**config.mk**
```make
export PLATFORM = sky130hd
export DESIGN_NAME = xxh64ws_ctrl
export DESIGN_NICKNAME = d
export VERILOG_FILES = /design/src/rtl/core/xxh64ws_pkg.sv /design/src/rtl/core/xxh64ws_ctrl.sv
export SDC_FILE = /design/constraint.sdc
export NUM_CORES = 1
export LEC_CHECK = 0
export BUFFER_PORTS_ARGS = -buffer_cell sky130_fd_sc_hd__buf_4
export CAP_MARGIN = 10
export CELL_PAD_IN_SITES_DETAIL_PLACEMENT = 1
export CELL_PAD_IN_SITES_GLOBAL_PLACEMENT = 1
export CORE_UTILIZATION = 39
export CTS_BUF_LIST = sky130_fd_sc_hd__clkbuf_8 sky130_fd_sc_hd__clkbuf_16
export DETAILED_ROUTE_END_ITERATION = 8
export PLACE_DENSITY = 0.78
export SETUP_SLACK_MARGIN = 0.3
export SKIP_LAST_GASP = 1
export SYNTH_ARGS = -nofsm -noshare
export SYNTH_HDL_FRONTEND = slang
export SYNTH_SLANG_ARGS = --single-unit
```
**constraint.sdc**
```tcl
create_clock -name clk -period 2.61 [get_ports clk]
set_clock_uncertainty 0.2 [all_clocks]
set_input_delay 0.522 -clock clk [delete_from_list [all_inputs] [get_ports clk]]
set_output_delay 0.522 -clock clk [all_outputs]
set_load 0.02 [all_outputs]
```
**src/rtl/core/xxh64ws_pkg.sv**
```systemverilog
// ----------------------------------------------------------------------------
// xxh64ws_pkg
// Shared types, constants and helpers for the xxHash64 word stream core.
// ----------------------------------------------------------------------------
package xxh64ws_pkg;

  localparam int COUNT_WIDTH = 61;

  localparam logic [63:0] PRIME1 = 64'h9E3779B185EBCA87;
  localparam logic [63:0] PRIME2 = 64'hC2B2AE3D27D4EB4F;
  localparam logic [63:0] PRIME3 = 64'h165667B19E3779F9;
  localparam logic [63:0] PRIME4 = 64'h85EBCA77C2B2AE63;
  localparam logic [63:0] PRIME5 = 64'h27D4EB2F165667C5;

  // last step numbers of each sequence
  localparam logic [3:0] ROUND_LAST = 4'd8;
  localparam logic [3:0] MERGE_LAST = 4'd11;
  localparam logic [3:0] TAIL_LAST  = 4'd12;
  localparam logic [3:0] AVAL_LAST  = 4'd8;

  typedef enum logic [3:0] {
    S_IDLE,
    S_ROUND,
    S_INIT,
    S_MERGE,
    S_LEN,
    S_TAIL,
    S_AVAL,
    S_DONE
  } ctrl_state_t;

  typedef enum logic [3:0] {
    OP_NOP,
    OP_MUL,
    OP_LOAD_LANES,
    OP_T_ADD_LANE,
    OP_LANE_PROD,
    OP_H_INIT,
    OP_T_ROT31_PROD,
    OP_H_XOR_PROD,
    OP_H_ADD_P4,
    OP_H_ADD_LEN,
    OP_T_ROT27_H,
    OP_H_XS33,
    OP_H_PXS29,
    OP_H_PXS32,
    OP_EMIT
  } dp_op_t;

  typedef enum logic [2:0] {
    A_WORD,
    A_PEND,
    A_LANE,
    A_T,
    A_H
  } a_sel_t;

  typedef enum logic [1:0] {
    K_P1,
    K_P2,
    K_P3
  } k_sel_t;

  typedef struct packed {
    logic       accept;
    dp_op_t     op;
    logic [1:0] phase;
    a_sel_t     a_sel;
    k_sel_t     k_sel;
    logic [1:0] idx;
  } dp_cmd_t;

  typedef struct packed {
    logic       grouped;
    logic [1:0] group_pos;
    logic       out_free;
  } dp_status_t;

  function automatic logic [63:0] rotl64(input logic [63:0] v, input int r);
    rotl64 = (v << r) | (v >> (64 - r));
  endfunction

endpackage

```
**src/rtl/core/xxh64ws_ctrl.sv**
```systemverilog
// ----------------------------------------------------------------------------
// xxh64ws_ctrl
// Controller: sequences lane rounds, lane merge, tail folding and avalanche
// through the datapath, one command per cycle.
// ----------------------------------------------------------------------------
module xxh64ws_ctrl (
  input  logic                    clk,
  input  logic                    rst,
  input  logic                    in_valid,
  output logic                    in_stall,
  input  logic                    last,
  input  logic                    empty_req,
  input  xxh64ws_pkg::dp_status_t status,
  output xxh64ws_pkg::dp_cmd_t    cmd
);
  import xxh64ws_pkg::*;

  ctrl_state_t state, state_next;
  logic [3:0]  step, step_next;
  logic [1:0]  idx, idx_next;
  logic        last_r, last_r_next;

  // state registers
  always_ff @(posedge clk) begin
    if (rst) begin
      state  <= S_IDLE;
      step   <= '0;
      idx    <= '0;
      last_r <= 1'b0;
    end else begin
      state  <= state_next;
      step   <= step_next;
      idx    <= idx_next;
      last_r <= last_r_next;
    end
  end

  // next state
  always_comb begin
    state_next  = state;
    step_next   = step + 4'd1;
    idx_next    = idx;
    last_r_next = last_r;
    unique case (state)
      S_IDLE: begin
        step_next = '0;
        idx_next  = '0;
        if (in_valid) begin
          if (empty_req) begin
            state_next = S_INIT;
          end else if (status.group_pos == 2'd3) begin
            state_next  = S_ROUND;
            last_r_next = last;
          end else if (last) begin
            state_next = S_INIT;
          end
        end
      end
      S_ROUND: begin
        if (step == ROUND_LAST) begin
          step_next = '0;
          idx_next  = idx + 2'd1;
          if (idx == 2'd3) begin
            state_next = last_r ? S_INIT : S_IDLE;
          end
        end
      end
      S_INIT: begin
        step_next  = '0;
        idx_next   = '0;
        state_next = status.grouped ? S_MERGE : S_LEN;
      end
      S_MERGE: begin
        if (step == MERGE_LAST) begin
          step_next = '0;
          idx_next  = idx + 2'd1;
          if (idx == 2'd3) begin
            state_next = S_LEN;
          end
        end
      end
      S_LEN: begin
        step_next  = '0;
        idx_next   = '0;
        state_next = (status.group_pos != 2'd0) ? S_TAIL : S_AVAL;
      end
      S_TAIL: begin
        if (step == TAIL_LAST) begin
          step_next = '0;
          idx_next  = idx + 2'd1;
          if (idx + 2'd1 == status.group_pos) begin
            state_next = S_AVAL;
          end
        end
      end
      S_AVAL: begin
        if (step == AVAL_LAST) begin
          step_next  = '0;
          state_next = S_DONE;
        end
      end
      S_DONE: begin
        step_next = '0;
        if (status.out_free) begin
          state_next = S_IDLE;
        end
      end
      default: state_next = S_IDLE;
    endcase
  end

  // datapath commands
  always_comb begin
    in_stall   = (state != S_IDLE);
    cmd        = '{accept: 1'b0, op: OP_NOP, phase: 2'd0, a_sel: A_H,
                   k_sel: K_P1, idx: idx};
    cmd.accept = (state == S_IDLE) && in_valid;
    unique case (state)
      S_IDLE: ;
      S_ROUND: begin
        unique case (step)
          4'd0: cmd.op = OP_LOAD_LANES;
          4'd1, 4'd2, 4'd3: begin
            cmd.op    = OP_MUL;
            cmd.phase = 2'(step - 4'd1);
            cmd.a_sel = (idx == 2'd3) ? A_WORD : A_PEND;
            cmd.k_sel = K_P2;
          end
          4'd4: cmd.op = OP_T_ADD_LANE;
          4'd5, 4'd6, 4'd7: begin
            cmd.op    = OP_MUL;
            cmd.phase = 2'(step - 4'd5);
            cmd.a_sel = A_T;
            cmd.k_sel = K_P1;
          end
          4'd8:    cmd.op = OP_LANE_PROD;
          default: cmd.op = OP_NOP;
        endcase
      end
      S_INIT: cmd.op = OP_H_INIT;
      S_MERGE: begin
        unique case (step)
          4'd0, 4'd1, 4'd2: begin
            cmd.op    = OP_MUL;
            cmd.phase = 2'(step);
            cmd.a_sel = A_LANE;
            cmd.k_sel = K_P2;
          end
          4'd3: cmd.op = OP_T_ROT31_PROD;
          4'd4, 4'd5, 4'd6: begin
            cmd.op    = OP_MUL;
            cmd.phase = 2'(step - 4'd4);
            cmd.a_sel = A_T;
            cmd.k_sel = K_P1;
          end
          4'd7: cmd.op = OP_H_XOR_PROD;
          4'd8, 4'd9, 4'd10: begin
            cmd.op    = OP_MUL;
            cmd.phase = 2'(step - 4'd8);
            cmd.a_sel = A_H;
            cmd.k_sel = K_P1;
          end
          4'd11:   cmd.op = OP_H_ADD_P4;
          default: cmd.op = OP_NOP;
        endcase
      end
      S_LEN: cmd.op = OP_H_ADD_LEN;
      S_TAIL: begin
        unique case (step)
          4'd0, 4'd1, 4'd2: begin
            cmd.op    = OP_MUL;
            cmd.phase = 2'(step);
            cmd.a_sel = A_PEND;
            cmd.k_sel = K_P2;
          end
          4'd3: cmd.op = OP_T_ROT31_PROD;
          4'd4, 4'd5, 4'd6: begin
            cmd.op    = OP_MUL;
            cmd.phase = 2'(step - 4'd4);
            cmd.a_sel = A_T;
            cmd.k_sel = K_P1;
          end
          4'd7: cmd.op = OP_H_XOR_PROD;
          4'd8: cmd.op = OP_T_ROT27_H;
          4'd9, 4'd10, 4'd11: begin
            cmd.op    = OP_MUL;
            cmd.phase = 2'(step - 4'd9);
            cmd.a_sel = A_T;
            cmd.k_sel = K_P1;
          end
          4'd12:   cmd.op = OP_H_ADD_P4;
          default: cmd.op = OP_NOP;
        endcase
      end
      S_AVAL: begin
        unique case (step)
          4'd0: cmd.op = OP_H_XS33;
          4'd1, 4'd2, 4'd3: begin
            cmd.op    = OP_MUL;
            cmd.phase = 2'(step - 4'd1);
            cmd.a_sel = A_H;
            cmd.k_sel = K_P2;
          end
          4'd4: cmd.op = OP_H_PXS29;
          4'd5, 4'd6, 4'd7: begin
            cmd.op    = OP_MUL;
            cmd.phase = 2'(step - 4'd5);
            cmd.a_sel = A_H;
            cmd.k_sel = K_P3;
          end
          4'd8:    cmd.op = OP_H_PXS32;
          default: cmd.op = OP_NOP;
        endcase
      end
      S_DONE: begin
        if (status.out_free) begin
          cmd.op = OP_EMIT;
        end
      end
      default: cmd.op = OP_NOP;
    endcase
  end

`ifndef SYNTHESIS
  // an empty request always starts finalization
  assert property (@(posedge clk) disable iff (rst)
    (state == S_IDLE && in_valid && empty_req) |=> (state == S_INIT))
    else $error("empty request did not start finalization");

  // the tail only visits pending words that exist
  assert property (@(posedge clk) disable iff (rst)
    (state == S_TAIL) |-> (idx < status.group_pos))
    else $error("tail index past pending words");

  // a finished hash leaves once the output register frees up
  assert property (@(posedge clk) disable iff (rst)
    (state == S_DONE && status.out_free) |=> (state == S_IDLE))
    else $error("finished hash not emitted");
`endif

endmodule

```
==> Word level (Yosys, flattened, before mapping) <==
Cells that the tools add are included.
{ "totals": {"reg_bits": 11, "latchBits": 0, "ramBits": 0, "mem_bits_ro": 0, "out_inout_bits": 15, "n_memories": 0} }
{ "classes": {"add_sub_neg": 7, "n_mul": 0, "n_div": 0, "order_cmp": 0, "n_eq_ne": 32, "n_shift": 0, "n_mux": 36, "bitwise": 1, "n_reduce_logical": 21} }
{ "ops": {"columns": ["op", "n"], "rows": [
  ["4-bit 2-to-1 mux", 16],
  ["4-bit one-hot mux with 4 select lines", 3],
  ["7-bit one-hot mux with 3 select lines", 2],
  ["4-bit by 3-bit equality test with 1-bit output, second input constant", 8],
  ["4-bit one-hot mux with 8 select lines", 1],
  ["4-bit one-hot mux with 7 select lines", 1],
  ["7-bit one-hot mux with 2 select lines", 2],
  ["7-bit one-hot mux with 4 select lines", 1],
  ["3-bit OR reduction", 7],
  ["4-bit equality test, second input constant", 5],
  ["4-bit one-hot mux with 5 select lines", 1],
  ["2-bit inequality test, second input constant", 9],
  ["9-bit OR reduction", 2],
  ["4-bit by 2-bit equality test with 1-bit output, second input constant", 4],
  ["3-bit one-hot mux with 4 select lines", 1],
  ["2-bit 2-to-1 mux", 5],
  ["10-bit AND reduction", 1],
  ["2-bit by 1-bit subtractor with 2-bit output, second input constant", 5],
  ["4-bit by 1-bit equality test with 1-bit output, second input constant", 2],
  ["4-bit logical NOT", 2],
  ["2-bit one-hot mux with 4 select lines", 1],
  ["4-bit AND reduction", 2],
  ["4-bit nonzero test", 2],
  ["6-bit OR reduction", 1],
  ["other kinds (12)", 13]
]} }

==> Depth between registers and ports, before layout <==
{ "depth": {"depth_word": 5, "mapped_depth": 8, "ltp_nobuf": 7} }

==> Least setup slack after synthesis <==
OpenSTA, ideal clock, no wires.
{ "synth_timing": {"path_kind": "reg2out", "from": "reg step[0]", "to": "out cmd[6] (netlist name)", "t_arrival_ps": 1946, "required_time_ps": 1888, "slack_ps": -58, "stages_incl_launch_ff": 6, "path_buffers": 0, "path_cell_list": "dfxtp_1 > inv_1 > ha_1 > nor3_1 > nor2_1 > o311ai_0"} }
{ "synth_rtl": {"columns": ["item", "line_no", "source"], "rows": [
  ["start, declared", "xxh64ws_ctrl.sv:19", "logic [3:0] step, step_next;"],
  ["start signal, assigned", "xxh64ws_ctrl.sv:32", "step <= step_next;"],
  ["end, declared", "xxh64ws_ctrl.sv:14", "output xxh64ws_pkg::dp_cmd_t cmd"]
]} }

==> results.toml <==
[status]
status = "finished, final reports clean"

[routing]
dr_wl_met3_microns = 163
wl_met1_mm = 2.01
dr.pass1.iters = 4
wl_met2_mm = 2.15
drtIter0Drc = 92
avgRoutedWirePerCell_microns = 17.3
dr.max_layer_used = "met4"
routed_wl_mm = 4.40
num_vias = 1459
vias_per_cell = 5.74
ant_nets = 0
drc = 0

[worst_setup_path]
worstPathArrival_ns = 1.88
required_ns = 1.89
critPathTopFamily = "simple AND/OR/NAND/NOR gates"
slowest_stage = "or3_4"
critPathBufInv = 2
crit_type = "flip-flop to output port"
cp-start-kind = "flip-flop"
crit_path_end_kind = "output port"
cp_slowest_stage_delay_ns = 0.42
path_cells = "buf_12 -> ha_4 -> or3_4 -> nand2_2 -> o22ai_2 -> a22oi_1 -> nor3_2 -> buf_4"
cp_max_fo = 7

[cts]
cts_inserted_buffers = 3
clk_path_buf_depth = 2
cts_hold_buffers = 0
cts_num_sinks = 10
cts_tree = "done"
clock_latency_ns = 0.25
htreeDepth = 1
root_buffer = "clkbuf_8"
cts.clk_slew.worst_paths_ns = 0.05

[placed_design]
gp_congestion = 0.849
place_hpwl_mm = 2.99
preCtsSetupSlack_ns = 0.109
dp_cells = 245
portBuffers = 23

[hold_path]
hold_class = "input port to flip-flop"

[logic_synthesis]
synth_top_area_cell = "dfxtp_1"
synthDistinctLibCells = 52
synth.yosys.seq_area_share_pct = 15.6
synth_nets = 195
synth_edf_count = 0
synth-main-ff-cell = "dfxtp_1"
synth.top_cell.area_share_pct = 15.6
ys_seq_elements = 10
yosys_warnings = 0
avgSynthCellArea_sq_um = 7.10
ys_top_cells_by_count = "nand2_1 (17), nor2_1 (17), o21ai_0 (14)"
synth_async_sr_flop_share_pct = 0
syn_inst = 181
synth_area_sq_mm = 0.00128
synthTopCellsByArea = "dfxtp_1 (16%), o21ai_0 (5.5%), nand2_1 (5.0%), nor2_1 (5.0%), ha_1 (4.9%)"

[die]
fp-row-count = 20
core_sq_mm = 0.00308
fp.dieH_microns = 59.4
num_io_pins = 24
initial_utilization_pct = 41.7
die-area_sq_mm = 0.00353
die_w_microns = 59.4

[power]
ir_drop_uv = 449
leakagePower_nw = 0.703
p_total_mw = 1.50
powerDensity_mw_per_mm2 = 854

[timing]
slew_violations = 0
worst_slack_ns = 0.0120
worst_pin_slew_ns = 0.405
setup_viol = 0
max_freq_mhz = 385
finalHoldViolations = 0
min_period_ns = 2.60
rsz0062_at_grt = "true"
slew_headroom_pct = 72.7
post-route-period-util_pct = 99.5
fin_setup_tns_ns = 0

[grt]
grt_max_degree = 24
grt_antenna_before_repair = 0
grt_pass1_vias = 1437
gr-usage-all-layers_pct = 27.7
grt_first_pass_wirelength_mm = 7.23
grt_overflow_total = 0

[job]
maxCapViolations = 0

[cells_and_area]
layout-drive-gt1-share_pct = 37.6
fin_nets = 225
area_delta_synth_final_pct = 36.4
instances_no_fill = 254
n_antenna_cell = 0
## routing by layer
metal,track usage (%),up-vias
met1,36.6,706
met5,0,-
met4,9.52,0
met3,4.37,7
met2,45.4,30
li1,-,716
## logic make-up after synthesis
kind of cell	after synthesis	synth area share, %
buffers and inverters	21	10.0
AOI/OAI and AO/OA	55	29.2
and+or+nand+nor	84	36.1
DFF	10	15.6
xor gates and xnor gates	5	3.41
adders and majority gates	5	4.87
muxes	1	0.779
## cell type report
| type | count | area (sq um) |
|---|---|---|
| Tap cell | 44 | 55.1 |
| Inverter | 5 | 21.3 |
| Clock buffer | 4 | 55.1 |
| Multi-Input combinational cell | 150 | 1060 |
| Timing Repair Buffer | 41 | 339 |
| Sequential cell | 10 | 220 |
| Fill cell | 399 | 1330 |
## worst paths after layout
path | startpoint | endpoint | slack [ns] | depth (start not counted)
worst min register to register | last_r | last_r | 0.30 | 2
worst max register to register | state[0] | state[1] | 0.48 | 7
worst min-delay path | rst | state[1] | 0.28 | 2
worst max-delay path | step[0] | cmd[2] | 0.01 | 8
## report_power, final
group / switching, mW / internal (mW) / leakage (nW)
clock: 0.0724 / 0.134 / 0.0288
sequential: 0.0560 / 0.185 / 0.0855
combinational: 0.586 / 0.463 / 0.588
## metrics by stage
stage | cell area, sq um | hold slack [ns] | util (%)
after floorplan | 1330 | 0.251 | -
after global placement | 1540 | 0.261 | 50.0
after detailed placement | 1540 | 0.270 | 50.0
after CTS | 1720 | 0.297 | 55.9
after global routing | 1750 | 0.293 | 57.0
final | 1750 | 0.284 | 57.0
## placed cells by master (no fill, tap or decap), types with 2 or more instances in the layout
cell | synthesis | routed
inv_1 | 5 | 3
a22o_1 | 2 | 2
nor3b_1 | 2 | 2
o221ai_1 | 2 | 2
nor2_1 | 17 | 16
o21ai_0 | 14 | 11
and3b_1 | 2 | 2
o21a_1 | 2 | 2
nor2b_1 | 8 | 7
nand2_2 | 0 | 2
nor3_1 | 8 | 4
nor3_2 | 0 | 4
xor2_1 | 3 | 3
xnor2_1 | 2 | 2
nand3b_1 | 4 | 4
ha_4 | 0 | 3
buf_4 | 1 | 36
nand2b_1 | 4 | 4
a311oi_1 | 2 | 2
a22oi_1 | 2 | 2
a31oi_1 | 2 | 2
a21oi_1 | 11 | 10
nand3_1 | 9 | 9
buf_6 | 5 | 3
nand2_1 | 17 | 15
clkbuf_8 | 0 | 4
o21ai_1 | 1 | 4
dfxtp_4 | 0 | 5
nand4_1 | 2 | 2
or3_4 | 1 | 3
nor3b_2 | 2 | 2
a31o_2 | 3 | 2
dfxtp_1 | 10 | 4
## timing repair
action / in CTS / in global routing
pin swaps: 8 / 1
setup endpoints to repair: 12 / 12
gates resized for setup: 25 / 10
buffers inserted: 5 / 0
## state kept, by name, summed over array words and instances, names as in the netlist
name,cells
idx,2
step,4
last_r,1
state,3
No activity file was read; power rests on OpenSTA's default activity.
